<file path="config.mk">
export PLATFORM = sky130hd
export DESIGN_NAME = nmea_rmc_checksum_time_extract_top
export DESIGN_NICKNAME = d
export VERILOG_FILES = /design/src/rtl/nrc_pkg.sv /design/src/rtl/nmea_rmc_checksum_time_extract_top.sv /design/src/rtl/nrc_parse.sv
export SDC_FILE = /design/constraint.sdc
export NUM_CORES = 1
export LEC_CHECK = 0
export BUFFER_PORTS_ARGS = -buffer_cell sky130_fd_sc_hd__buf_2
export CELL_PAD_IN_SITES_DETAIL_PLACEMENT = 2
export CELL_PAD_IN_SITES_GLOBAL_PLACEMENT = 2
export CORE_UTILIZATION = 36
export DETAILED_ROUTE_END_ITERATION = 8
export PLACE_DENSITY = 0.75
export SLEW_MARGIN = 20
export SYNTH_ARGS = -nofsm -noshare
export SYNTH_HDL_FRONTEND = slang
export SYNTH_SLANG_ARGS = --single-unit
</file>
<file path="constraint.sdc">
create_clock -name clk -period 4.3 [get_ports clk]
set_clock_uncertainty 0.2 [all_clocks]
set_input_delay 0.86 -clock clk [delete_from_list [all_inputs] [get_ports clk]]
set_output_delay 0.86 -clock clk [all_outputs]
set_load 0.02 [all_outputs]
</file>
<file path="src/rtl/nrc_pkg.sv">
// Shared types, character codes and small helpers for the RMC sentence checker.
`timescale 1ns / 1ps
`default_nettype none
package nrc_pkg;

	localparam logic [7:0] CH_STAR  = 8'h2A;
	localparam logic [7:0] CH_A     = 8'h41;
	localparam logic [7:0] CH_COMMA = 8'h2C;
	localparam logic [7:0] CH_SPACE = 8'h20;
	localparam logic [7:0] CH_TAB   = 8'h09;
	localparam logic [7:0] CH_CR    = 8'h0D;
	localparam logic [7:0] CH_LF    = 8'h0A;

	localparam logic [3:0] FIELD_LAST  = 4'd15;
	localparam logic [2:0] CHAR_LAST   = 3'd7;
	localparam logic [2:0] TIME_DIGITS = 3'd6;
	localparam logic [3:0] FIELD_TIME  = 4'd1;
	localparam logic [3:0] FIELD_STAT  = 4'd2;
	localparam logic [1:0] HEX_BAD     = 2'd3;

	localparam logic [6:0] HOURS_DAY = 7'd24;
	localparam logic [6:0] MIN_MAX   = 7'd59;
	localparam logic [6:0] SEC_MAX   = 7'd60;

	// Sentence-end event from the parser.
	typedef struct packed {
		logic       fire;
		logic       ok;
		logic       have_time;
		logic [4:0] hh;
		logic [5:0] mm;
		logic [5:0] ss;
	} nrc_event_t;

	// One result beat.
	typedef struct packed {
		logic [5:0] seconds;
		logic [5:0] minutes;
		logic [4:0] hours;
		logic       have_time;
		logic       accepted;
	} nrc_result_t;

	// Returns {valid, value} for an ASCII hex digit of either case.
	function automatic logic [4:0] hex_of(input logic [7:0] c);
		logic [4:0] r;
		r = 5'd0;
		if (c >= 8'h30 && c <= 8'h39) begin
			r = {1'b1, 4'(c - 8'h30)};
		end else if (c >= 8'h41 && c <= 8'h46) begin
			r = {1'b1, 4'(c - 8'h37)};
		end else if (c >= 8'h61 && c <= 8'h66) begin
			r = {1'b1, 4'(c - 8'h57)};
		end
		return r;
	endfunction

	// Two BCD digits to binary, 0 to 99.
	function automatic logic [6:0] dec2(input logic [3:0] t, input logic [3:0] o);
		return ({3'd0, t} << 3) + ({3'd0, t} << 1) + {3'd0, o};
	endfunction

	// Modulo 24 for values below 120.
	function automatic logic [4:0] mod24(input logic [6:0] v);
		logic [6:0] r;
		r = v;
		if (r >= 7'd96) begin
			r = r - 7'd96;
		end else if (r >= 7'd72) begin
			r = r - 7'd72;
		end else if (r >= 7'd48) begin
			r = r - 7'd48;
		end else if (r >= HOURS_DAY) begin
			r = r - HOURS_DAY;
		end
		return r[4:0];
	endfunction

endpackage
`default_nettype wire

</file>
<file path="src/rtl/nmea_rmc_checksum_time_extract_top.sv">
// Top level: input register, parser, hour offset and output register.
// A sentence-ending character goes from the input register into the output register.
// Throughput: one character per cycle; a sentence-ending character waits in the input
// register while a result is unread, but a character that ends no sentence moves on even
// then. The parse state updates once per character from the input register.
// Reset (arst_n low): pipeline empty, parse state and stored time cleared, hour offset 8.
`timescale 1ns / 1ps
`default_nettype none
module nmea_rmc_checksum_time_extract_top
	import nrc_pkg::*;
(
	input  wire logic        clk,
	input  wire logic        arst_n,
	input  wire logic        cfg_we,
	input  wire logic [4:0]  cfg_wdata,
	input  wire logic        s_axis_tvalid,
	output logic             s_axis_tready,
	input  wire logic [7:0]  s_axis_tdata,   // [7:0] ch
	output logic             m_axis_tvalid,
	input  wire logic        m_axis_tready,
	output logic [23:0]      m_axis_tdata    // [0] accepted, [1] have_time, [6:2] hours,
	                                         // [12:7] minutes, [18:13] seconds, rest zero
);

	logic [4:0]  hour_offset_q;
	logic [7:0]  ch_s1;
	logic        vld_s1;
	logic        out_vld_q;
	nrc_result_t out_q, out_n;
	nrc_event_t  ev;
	logic        out_free, step, load_out;

	nrc_parse u_parse (
		.clk    (clk),
		.arst_n (arst_n),
		.step   (step),
		.ch     (ch_s1),
		.ev     (ev)
	);

	assign out_free      = !out_vld_q || m_axis_tready;
	assign step          = vld_s1 && (!ev.fire || out_free);
	assign load_out      = step && ev.fire;
	assign s_axis_tready = !vld_s1 || step;

	always_comb begin
		out_n.accepted  = ev.ok;
		out_n.have_time = ev.have_time;
		if (ev.have_time) begin
			out_n.hours   = mod24(7'(ev.hh) + 7'(hour_offset_q));
			out_n.minutes = ev.mm;
			out_n.seconds = ev.ss;
		end else begin
			out_n.hours   = '0;
			out_n.minutes = '0;
			out_n.seconds = '0;
		end
	end

	always_ff @(posedge clk or negedge arst_n) begin
		if (!arst_n) begin
			hour_offset_q <= 5'd8;
			vld_s1        <= 1'b0;
			out_vld_q     <= 1'b0;
		end else begin
			if (cfg_we) begin
				hour_offset_q <= cfg_wdata;
			end
			if (s_axis_tready) begin
				vld_s1 <= s_axis_tvalid;
			end
			if (load_out) begin
				out_vld_q <= 1'b1;
			end else if (m_axis_tready) begin
				out_vld_q <= 1'b0;
			end
		end
	end

	always_ff @(posedge clk) begin
		if (s_axis_tready && s_axis_tvalid) begin
			ch_s1 <= s_axis_tdata;
		end
		if (load_out) begin
			out_q <= out_n;
		end
	end

	assign m_axis_tvalid = out_vld_q;
	assign m_axis_tdata  = {5'd0, out_q};

	a_hours_range: assert property (@(posedge clk) disable iff (!arst_n)
		out_vld_q |-> (7'(out_q.hours) < HOURS_DAY) && (7'(out_q.minutes) <= MIN_MAX)
			&& (7'(out_q.seconds) <= SEC_MAX))
		else $error("result time out of range");

	a_no_time_zero: assert property (@(posedge clk) disable iff (!arst_n)
		(out_vld_q && !out_q.have_time) |->
			(out_q.hours == 5'd0 && out_q.minutes == 6'd0 && out_q.seconds == 6'd0))
		else $error("time fields set before any sentence was accepted");

	a_acc_has_time: assert property (@(posedge clk) disable iff (!arst_n)
		(out_vld_q && out_q.accepted) |-> out_q.have_time)
		else $error("accepted sentence without stored time");

	a_no_overwrite: assert property (@(posedge clk) disable iff (!arst_n)
		(out_vld_q && !m_axis_tready) |-> !load_out)
		else $error("result register overwritten while full");

endmodule
`default_nettype wire

</file>
<file path="src/rtl/nrc_parse.sv">
// Per-character parse state: fields, checksum, status and time capture.
`timescale 1ns / 1ps
`default_nettype none
module nrc_parse
	import nrc_pkg::*;
(
	input  wire logic       clk,
	input  wire logic       arst_n,
	input  wire logic       step,
	input  wire logic [7:0] ch,
	output nrc_event_t      ev
);

	logic             in_sent_q, in_sent_n;
	logic [3:0]       field_q, field_n, field_b;
	logic [2:0]       cif_q, cif_n, cif_b;
	logic [7:0]       rx_q, rx_n, rx_b;
	logic [7:0]       xs_q, xs_n, xs_b;
	logic             star_q, star_n, star_b;
	logic [7:0]       hv_q, hv_n, hv_b;
	logic [1:0]       hd_q, hd_n, hd_b;
	logic             st_q, st_n, st_b;
	logic [5:0][3:0]  bcd_q, bcd_n, bcd_b;
	logic             bad_q, bad_n, bad_b;
	logic [4:0]       hh_q, hh_n;
	logic [5:0]       mm_q, mm_n;
	logic [5:0]       ss_q, ss_n;
	logic             tv_q, tv_n;

	logic       ws, is_star, is_comma, is_digit, short_time, ok;
	logic [4:0] hex;
	logic [6:0] mm_raw, ss_raw;

	assign ws = (ch == CH_SPACE) || (ch == CH_TAB) || (ch == CH_CR) || (ch == CH_LF);
	assign is_star  = (ch == CH_STAR);
	assign is_comma = (ch == CH_COMMA);
	assign is_digit = (ch >= 8'h30) && (ch <= 8'h39);
	assign hex      = hex_of(ch);

	assign short_time = (field_q == FIELD_TIME) && (cif_q < TIME_DIGITS);
	assign ok = st_q && star_q && (hd_q != 2'd0) && (hd_q != HEX_BAD) && (hv_q == xs_q);
	assign mm_raw = dec2(bcd_q[3], bcd_q[2]);
	assign ss_raw = dec2(bcd_q[1], bcd_q[0]);

	always_comb begin
		// A new sentence starts from cleared state; the first character is not in the XOR.
		if (in_sent_q) begin
			field_b = field_q;
			cif_b   = cif_q;
			rx_b    = is_star ? rx_q : (rx_q ^ ch);
			xs_b    = xs_q;
			star_b  = star_q;
			hv_b    = hv_q;
			hd_b    = hd_q;
			st_b    = st_q;
			bcd_b   = bcd_q;
			bad_b   = bad_q;
		end else begin
			field_b = '0;
			cif_b   = '0;
			rx_b    = '0;
			xs_b    = '0;
			star_b  = 1'b0;
			hv_b    = '0;
			hd_b    = '0;
			st_b    = 1'b0;
			bcd_b   = '0;
			bad_b   = 1'b0;
		end

		in_sent_n = in_sent_q;
		field_n   = field_b;
		cif_n     = cif_b;
		rx_n      = rx_b;
		xs_n      = xs_b;
		star_n    = star_b;
		hv_n      = hv_b;
		hd_n      = hd_b;
		st_n      = st_b;
		bcd_n     = bcd_b;
		bad_n     = bad_b;
		hh_n      = hh_q;
		mm_n      = mm_q;
		ss_n      = ss_q;
		tv_n      = tv_q;

		if (ws) begin
			if (in_sent_q) begin
				in_sent_n = 1'b0;
				if (ok) begin
					tv_n = 1'b1;
					if (bad_q || short_time) begin
						hh_n = '0;
						mm_n = '0;
						ss_n = '0;
					end else begin
						hh_n = mod24(dec2(bcd_q[5], bcd_q[4]));
						mm_n = (mm_raw > MIN_MAX) ? MIN_MAX[5:0] : mm_raw[5:0];
						ss_n = (ss_raw > SEC_MAX) ? SEC_MAX[5:0] : ss_raw[5:0];
					end
				end
			end
		end else begin
			in_sent_n = 1'b1;
			if (is_star) begin
				xs_n   = rx_b;
				star_n = 1'b1;
				hv_n   = '0;
				hd_n   = '0;
				if (field_b != 4'd0 || cif_b != 3'd0) begin
					rx_n = rx_b ^ ch;
				end
			end else if (star_b) begin
				if (hex[4] && hd_b < 2'd2) begin
					hv_n = {hv_b[3:0], hex[3:0]};
					hd_n = hd_b + 2'd1;
				end else begin
					hd_n = HEX_BAD;
				end
			end

			if (is_comma) begin
				if (field_b == FIELD_TIME && cif_b < TIME_DIGITS) begin
					bad_n = 1'b1;
				end
				if (field_b != FIELD_LAST) begin
					field_n = field_b + 4'd1;
				end
				cif_n = '0;
			end else begin
				if (field_b == FIELD_TIME && cif_b < TIME_DIGITS) begin
					if (is_digit && !bad_b) begin
						bcd_n = {bcd_b[4:0], ch[3:0]};
					end else begin
						bad_n = 1'b1;
					end
				end
				if (field_b == FIELD_STAT) begin
					st_n = (cif_b == 3'd0) && (ch == CH_A);
				end
				if (cif_b != CHAR_LAST) begin
					cif_n = cif_b + 3'd1;
				end
			end
		end
	end

	always_ff @(posedge clk or negedge arst_n) begin
		if (!arst_n) begin
			in_sent_q <= 1'b0;
			field_q   <= '0;
			cif_q     <= '0;
			rx_q      <= '0;
			xs_q      <= '0;
			star_q    <= 1'b0;
			hv_q      <= '0;
			hd_q      <= '0;
			st_q      <= 1'b0;
			bcd_q     <= '0;
			bad_q     <= 1'b0;
			hh_q      <= '0;
			mm_q      <= '0;
			ss_q      <= '0;
			tv_q      <= 1'b0;
		end else if (step) begin
			in_sent_q <= in_sent_n;
			field_q   <= field_n;
			cif_q     <= cif_n;
			rx_q      <= rx_n;
			xs_q      <= xs_n;
			star_q    <= star_n;
			hv_q      <= hv_n;
			hd_q      <= hd_n;
			st_q      <= st_n;
			bcd_q     <= bcd_n;
			bad_q     <= bad_n;
			hh_q      <= hh_n;
			mm_q      <= mm_n;
			ss_q      <= ss_n;
			tv_q      <= tv_n;
		end
	end

	always_comb begin
		ev.fire      = ws && in_sent_q;
		ev.ok        = ok;
		ev.have_time = tv_n;
		ev.hh        = hh_n;
		ev.mm        = mm_n;
		ev.ss        = ss_n;
	end

endmodule
`default_nettype wire
</file>
-- Yosys cells after proc, flatten, opt, wreduce, memory -nomap -nowiden
Index checks and enable logic that the tools add are counted.
- add/sub/neg operators: 21
- order comparisons: 19
- equality and inequality tests: 14
- mux-type cells: 75
- bitwise logic cells: 2
- reduce and logical (&&, ||, !) cells: 33
- operators with widths (cell ; number):
    $mux W24 ; 5
    $mux W8 ; 13
    $mux W5 ; 15
    $mux W6 ; 10
    $eq A8 B4 Y1 const B ; 3
    $eq A8 B6 Y1 const B ; 3
    $add A7 B4 Y7 ; 3
    $add A7 B5 Y7 ; 3
    $sub A5 B5 Y5 const B ; 4
    $mux W1 ; 19
    $ge A8 B7 Y1 const B ; 2
    $le A8 B7 Y1 const B ; 2
    $logic_and A1 B1 Y1 ; 16
    $mux W4 ; 4
    $xor A8 B8 Y8 ; 2
    $ge A6 B7 Y1 const B ; 2
    $ge A7 B7 Y1 const B ; 2
    $gt A7 B6 Y1 const B ; 2
    $mux W3 ; 4
    $mux W2 ; 5
    $sub A5 B1 Y5 const B ; 2
    $sub A5 B4 Y5 const B ; 2
    $eq A4 B1 Y1 const B ; 2
    $eq A8 B7 Y1 const B ; 1
    other kinds (25) ; 38
- register bits: 113
- input port bits: 18
- output and inout port bits: 26
- logic and storage cells: 193

-- Logic depth before layout (Yosys ltp)
Gate-level depths: netlist of run 1.
- word-level depth: 17
- mapped depth: 19
- mapped depth without buffers: 17

-- Hierarchy
A second synthesis of run 1 with hierarchy kept.
- cells, all modules: 666
- area total of the unflattened synthesis: 6867.8 um2
- modules (own cells, without submodules) (module ; instances ; cells an instance ; area each (um2)):
    nrc_parse ; 1 ; 552 ; 5237.5
    nmea_rmc_checksum_time_extract_top ; 1 ; 114 ; 1630.3

-- Least setup slack after synthesis of run 1
No wires, ideal clock.
- kind: register -> register
- start: reg u_parse.bcd_q[19] (netlist name)
- end: reg out_q (netlist bit m_axis_tdata[6]) (data pin)
- arrival: 4.176 ns
- slack: -0.351 ns
- cell stages (with the launch flop): 17
- buffers on the path: 0
- clock period less this slack: 4.651 ns
- path through: dfrtp_1 > fa_1 > fa_1 > xor2_1 > ha_1 > a21oi_1 > o32a_1 > a22o_1 > xnor2_1 > o31ai_1 > ha_1 > a21oi_1 > xnor2_1 > ha_1 > a31o_2 > o211ai_1 > a21oi_1
- RTL lines (what ; line ; RTL):
    start, declared ; nrc_parse.sv:23 ; logic [5:0][3:0] bcd_q, bcd_n, bcd_b;
    start signal, assigned ; nrc_parse.sv:175 ; bcd_q <= bcd_n;
    end signal, assigned ; nmea_rmc_checksum_time_extract_top.sv:85 ; out_q <= out_n;
    end, declared ; nmea_rmc_checksum_time_extract_top.sv:29 ; nrc_result_t out_q, out_n;

==> results.cfg, run 1 <==
[run_status]
status = finished with violations
violations = setup timing

[finish]
ff_latch_area_sq_um = 2960
multi_input_area_sq_um = 3430
final_cells = 957
final_layout_size_suffix_gt1_frac = 0.212
n_fill_cell = 1822
fin_nets = 785
num_antenna_cells = 0
syn2layout_area_growth_pct = 21.7

[logic_synthesis]
mappedNetlistArea_sq_um = 6550
synthTopCellsByArea = dfrtp_1 (32%), edfxtp_1 (12%), ha_1 (7.8%)
yosysUniqueCellTypes = 71
synthArstFlopShare = 0.761
synth_top_family_by_area = compound AO/OA/AOI/OAI gates
ys_warn_count = 0
synth_area_per_cell_sq_um = 10.2
ys_top_cells_by_count = nand2_1 (86), dfrtp_1 (85), o21ai_0 (67)
synth_seq_cells = 113
synth-simple-area-share = 0.129
ys_seq_area_frac = 0.452
synth-compound-area-share = 0.229
synth_edf_count = 27
yosys.area_share.xor_xnor = 0.0348
synth.top_cell.area_share = 0.325
synth_most_common_cell = nand2_1
synthAdderAreaFrac = 0.0997
synthFlopType = dfrtp_1
synthMuxAreaShare = 0.0118
synthCells = 645
yosysTopAreaCell = dfrtp_1

[die]
rows = 48
chipHeight_um = 137
die_w_um = 137
initial_core_util = 0.374
dieArea_sq_um = 18700
core-area_sq_um = 17500
io_pins = 44

[job]
drv_cap = 0

[setup_path]
worstPathArrival_ns = 4.59
worstPathRequired_ns = 4.24
cp-start-kind = flop
slowest_delay_ns = 0.54
crit_family = adder cells
path_buf_inv = 0
cp-end-kind = flop
critical_path_class = flop to flop
cp_max_fo = 6
path_cells = fa_1 -> fa_2 -> xor2_4 -> ha_2 -> a21oi_2 -> o32a_1 -> a22o_1 -> xnor2_2 -> o31ai_2 -> ha_1 -> a21oi_2 -> xnor2_2 -> ha_2 -> a31o_4 -> o211ai_1 -> a21oi_1
cp_slowest_cell = fa_1

[power_and_ir_drop]
ir_drop_mv = 0.297
power_density_nw_per_um2 = 447
finalPower_w = 0.00357
leakagePower_nw = 3.66

[drt]
wirelength_um = 21400
via_per_inst = 5.80
wl_per_cell_um = 22.3
vias = 5555
ant_nets = 0
first_pass_iters = 4
drt_iter0_drc = 237
drc = 0

[sta]
fin_crit_sh = 1.08
max_slew.worst_pin.slew_ns = 0.842
setup_viol = 2
grt_setup_unrepaired = yes
timing.final.ws_setup_ns = -0.350
fin_crit_ns = 4.65
hold_viol_final = 0
drv_slew = 0
max-slew-margin-rel = 0.436
clock.fmax_mhz = 215

[place]
place_congestion = 0.835
io_buffers = 38
dp_cells = 918
dp_hpwl_um = 14100
dp_slack_ns = -0.341

[clock_tree]
cts_root_buf = clkbuf_16
htree_levels = 4
path_clk_slew_ns = 0.06
clk_latency_ns = 0.42
cts_tree = built
cts_made_buffers = 17
cts.sinks = 113
cts_hold_buf = 0
cts.path.max_buffers = 2

[global_route]
grt_pass1_vias = 6352
globalRouteTotalUtil = 0.246
grt_pass1_wl_um = 34500
antenna_found_initial = 0
grt-ovfl-total = 0
grt_max_degree = 52

[hold_path]
hp-class = primary input to async pin
## kinds of logic after synthesis
family                     Yosys count
buffers and inverters               59
xor gates and xnor gates            26
adders and majority gates           48
other                                1
DFF                                113
muxes                                7
and+or+nand+nor                    175
AOI/OAI and AO/OA                  216
## what timing repair did
action,CTS,global route
resized for setup,9,3
pin swaps,6,5
endpoints found under the hold margin,0,0
endpoints found under the setup margin,2,2
setup buffers,5,2
## where the power goes
part / internal (W) / total [W] / switching [W]
logic: 0.000320 / 0.000677 / 0.000357
registers: 0.00119 / 0.00129 / 0.000105
clock network: 0.00107 / 0.00160 / 0.000527
total: 0.00258 / 0.00357 / 0.000988
## sequential cells by signal, summed over array words and instances, names as in the netlist, 2 cells and up
name and cells:
u_parse.hd_q 2, u_parse.bcd_q 24, ch_s1 8, u_parse.mm_q 6, u_parse.rx_q 8, u_parse.xs_q 8, u_parse.field_q 4, u_parse.cif_q 3
u_parse.hh_q 5, u_parse.ss_q 6, m_axis_tdata 19, hour_offset_q 5, u_parse.hv_q 8
## per-stage QoR
stage               cell area [sq um]  setup TNS [ns]  hold WS (ns)  utilization
CTS                              7950          -0.535         0.199        0.453
floorplan                        6610          -0.101         0.249            -
detailed placement               7210          -0.599         0.275        0.411
global placement                 7210          -0.264         0.261        0.411
finish                           7980          -0.640         0.188        0.455
global route                     7980           -1.03         0.212        0.455
## worst register-to-register path: cells and delay by family (launching register included)
kind	cells	cell delay, ns
xor+xnor	3	0.49
compound gates	8	1.60
flops	1	0.41
fa+ha+maj	5	1.69
## layer usage
layer	track usage	part of all wire
met1	0.283	0.42
met5	0	0
met2	0.450	0.53
met4	0.0952	0.024
met3	0.0452	0.023
## path summary, 6_finish.rpt
path,startpoint,endpoint,slack (ns),cells past startpoint
hold reg to reg,u_parse.mm_q[4],u_parse.mm_q[4],0.29,2
setup / recovery,u_parse.bcd_q[22],m_axis_tdata[6],-0.35,16
min in group clk,u_parse.mm_q[4],u_parse.mm_q[4],0.29,2
max in group asynchronous,arst_n,hour_offset_q[3],2.79,2
setup reg to reg,u_parse.bcd_q[22],m_axis_tdata[6],-0.35,16
hold / removal,arst_n,u_parse.rx_q[7],0.19,1
## layout by cell type (no fill, tap or decap), types with 20 or more instances in the layout
cell | synthesis | routed
dfrtp_1 | 85 | 85
nand2_1 | 86 | 86
ha_1 | 41 | 37
buf_2 | 7 | 37
inv_1 | 21 | 20
o21ai_0 | 67 | 67
a22o_1 | 34 | 34
buf_4 | 6 | 51
nand3_1 | 27 | 26
edfxtp_1 | 27 | 27
## area by class of cell
cell class	count	share of cell area
Multi-Input combinational cell	477	0.430
Clock inverter	11	0.0229
Tap cell	225	0.0353
Sequential cell	113	0.372
Timing Repair Buffer	88	0.0712
Clock buffer	21	0.0590
Inverter	22	0.0104
Note: power is estimated with default switching activity, not from simulation.
==> run 2, diff against run 1 <==
--- a/config.mk
+++ b/config.mk
@@ -11,6 +11,7 @@
 export CORE_UTILIZATION = 36
 export DETAILED_ROUTE_END_ITERATION = 8
 export PLACE_DENSITY = 0.75
+export RECOVER_POWER = 50
 export SLEW_MARGIN = 20
 export SYNTH_ARGS = -nofsm -noshare
 export SYNTH_HDL_FRONTEND = slang
==> results.cfg, run 2 (same netlist as run 1, synthesis figures left out) <==
[global_route]
grt_pass1_vias = 6352
grt_max_degree = 52
grt_pass1_wl_um = 34500
grt-ovfl-total = 0
globalRouteTotalUtil = 0.246
antenna_found_initial = 0

[clock_tree]
cts.path.max_buffers = 2
cts_tree = built
cts_made_buffers = 17
path_clk_slew_ns = 0.06
htree_levels = 4
cts.sinks = 113
clk_latency_ns = 0.43
cts_root_buf = clkbuf_16

[power_and_ir_drop]
ir_drop_mv = 0.300
power_density_nw_per_um2 = 449
leakagePower_nw = 3.56
finalPower_w = 0.00357

[setup_path]
worstPathArrival_ns = 4.59
critical_path_class = flop to flop
cp-endpoint = m_axis_tdata[6]
r2r_slack_ns = -0.35
worstPathRequired_ns = 4.24
path_cells = fa_1 -> fa_2 -> xor2_4 -> ha_2 -> a21oi_2 -> o32a_1 -> a22o_1 -> xnor2_2 -> o31ai_2 -> ha_1 -> a21oi_2 -> xnor2_2 -> ha_2 -> a31o_4 -> o211ai_1 -> a21oi_1
cp-start-kind = flop
slowest_delay_ns = 0.54
r2r_start = u_parse.bcd_q[22]
cp_max_fo = 6
reg2reg_depth = 16
crit_start = u_parse.bcd_q[22]
cp_slowest_cell = fa_1
cp-end-kind = flop
regToRegEndpoint = m_axis_tdata[6]

[die]
dieArea_sq_um = 18700
initial_core_util = 0.374
core-area_sq_um = 17500
io_pins = 44
die_w_um = 137
chipHeight_um = 137
rows = 48

[hold_path]
hp-class = flop to flop

[finish]
final_cell_mix = nand2_1 (86), dfrtp_1 (85), o21ai_0 (67)
syn2layout_area_growth_pct = 21.1
largest_reg_flops = 24
final_common_cell = nand2_1
num_antenna_cells = 0
final_cells = 957
final_cell_area_sq_um = 7940
regMostFlops = u_parse.bcd_q
final_layout_size_suffix_gt1_frac = 0.179
fin_nets = 785

[drt]
drc = 0
dr_wl_met2_um = 11300
top_layer = met4
m1WireLength_um = 8960
ant_nets = 0
drt_iter0_drc = 235
via_per_inst = 5.82
met3_length_um = 578
first_pass_iters = 5
vias = 5570
wirelength_um = 21400
wl_per_cell_um = 22.3

[place]
io_buffers = 38
placed_area_sq_um = 7210
dp_hpwl_um = 14100
dp_cells = 918
place_congestion = 0.835

[sta]
fin_crit_ns = 4.65
max_slew.worst_pin.slew_ns = 2.01
hold_viol_final = 0
timing.final.ws_setup_ns = -0.354
max-slew-margin-rel = -0.338
clock.fmax_mhz = 215
drv_slew = 33
tns_ns = -0.645
grt_setup_unrepaired = yes
fin_crit_sh = 1.08
setup_viol = 2

[run_status]
violations = capacitance limit, slew limit, setup timing
status = finished with violations

[job]
drv_cap = 1
## run 2: cell count changes in the layout (fill, tap and decap cells not counted)
cell,change
buf_2,-21
buf_4,-4
clkbuf_1,+24
clkbuf_2,+1
## run 2: cell type report
cell class / count / area, sq um
fillers: 1836 / 9600
multi-input cells: 477 / 3430
flip-flops and latches: 113 / 2960
repair buffers: 88 / 528
clock buffers: 21 / 470
well taps: 225 / 282
clock inverters: 11 / 183
inverters: 22 / 82.6
## run 2: worst min path at each step
| stage | cells past startpoint | slack [ns] | from | to |
|---|---|---|---|---|
| floorplan | 2 | 0.25 | u_parse.mm_q[0] | u_parse.mm_q[0] |
| global placement | 2 | 0.26 | u_parse.mm_q[2] | u_parse.mm_q[2] |
| CTS | 1 | 0.20 | arst_n | u_parse.rx_q[4] |
| finish | 2 | 0.29 | u_parse.mm_q[4] | u_parse.mm_q[4] |
| detailed placement | 2 | 0.27 | u_parse.mm_q[4] | u_parse.mm_q[4] |
| global route | 2 | 0.33 | u_parse.mm_q[4] | u_parse.mm_q[4] |
## run 2: layer usage
metal  GRT usage  vias to the layer above
met5           0                        -
met4      0.0952                        0
met3      0.0452                       32
met2       0.450                      107
met1       0.283                     2899
li1            -                     2532
## run 2: through the flow
stage / hold slack (ns) / utilization / setup WS [ns]
final: 0.293 / 0.453 / -0.354
after global routing: 0.329 / 0.453 / -0.544
after detailed placement: 0.275 / 0.411 / -0.341
after floorplan: 0.249 / - / -0.0659
after CTS: 0.199 / 0.453 / -0.315
after global placement: 0.261 / 0.411 / -0.156
## run 2: worst max-delay path: cells and delay by family, from the launching register on
| family | cells | cell delay (ns) |
|---|---|---|
| DFF | 1 | 0.41 |
| xor gates and xnor gates | 3 | 0.49 |
| adders and majority gates | 5 | 1.68 |
| AOI/OAI and AO/OA | 8 | 1.60 |
## run 2: repair_timing
| action | in CTS | in global routing |
|---|---|---|
| pin swaps | 6 | 5 |
| resized for setup | 9 | 3 |
| buffers inserted | 5 | 2 |
| hold buffers | 0 | 0 |
| endpoints found under the setup margin | 2 | 2 |
## run 2: power breakdown
part | internal, W | switching (W)
sequential | 0.00119 | 0.000106
clock | 0.00107 | 0.000528
combinational | 0.000318 | 0.000358
total | 0.00258 | 0.000992
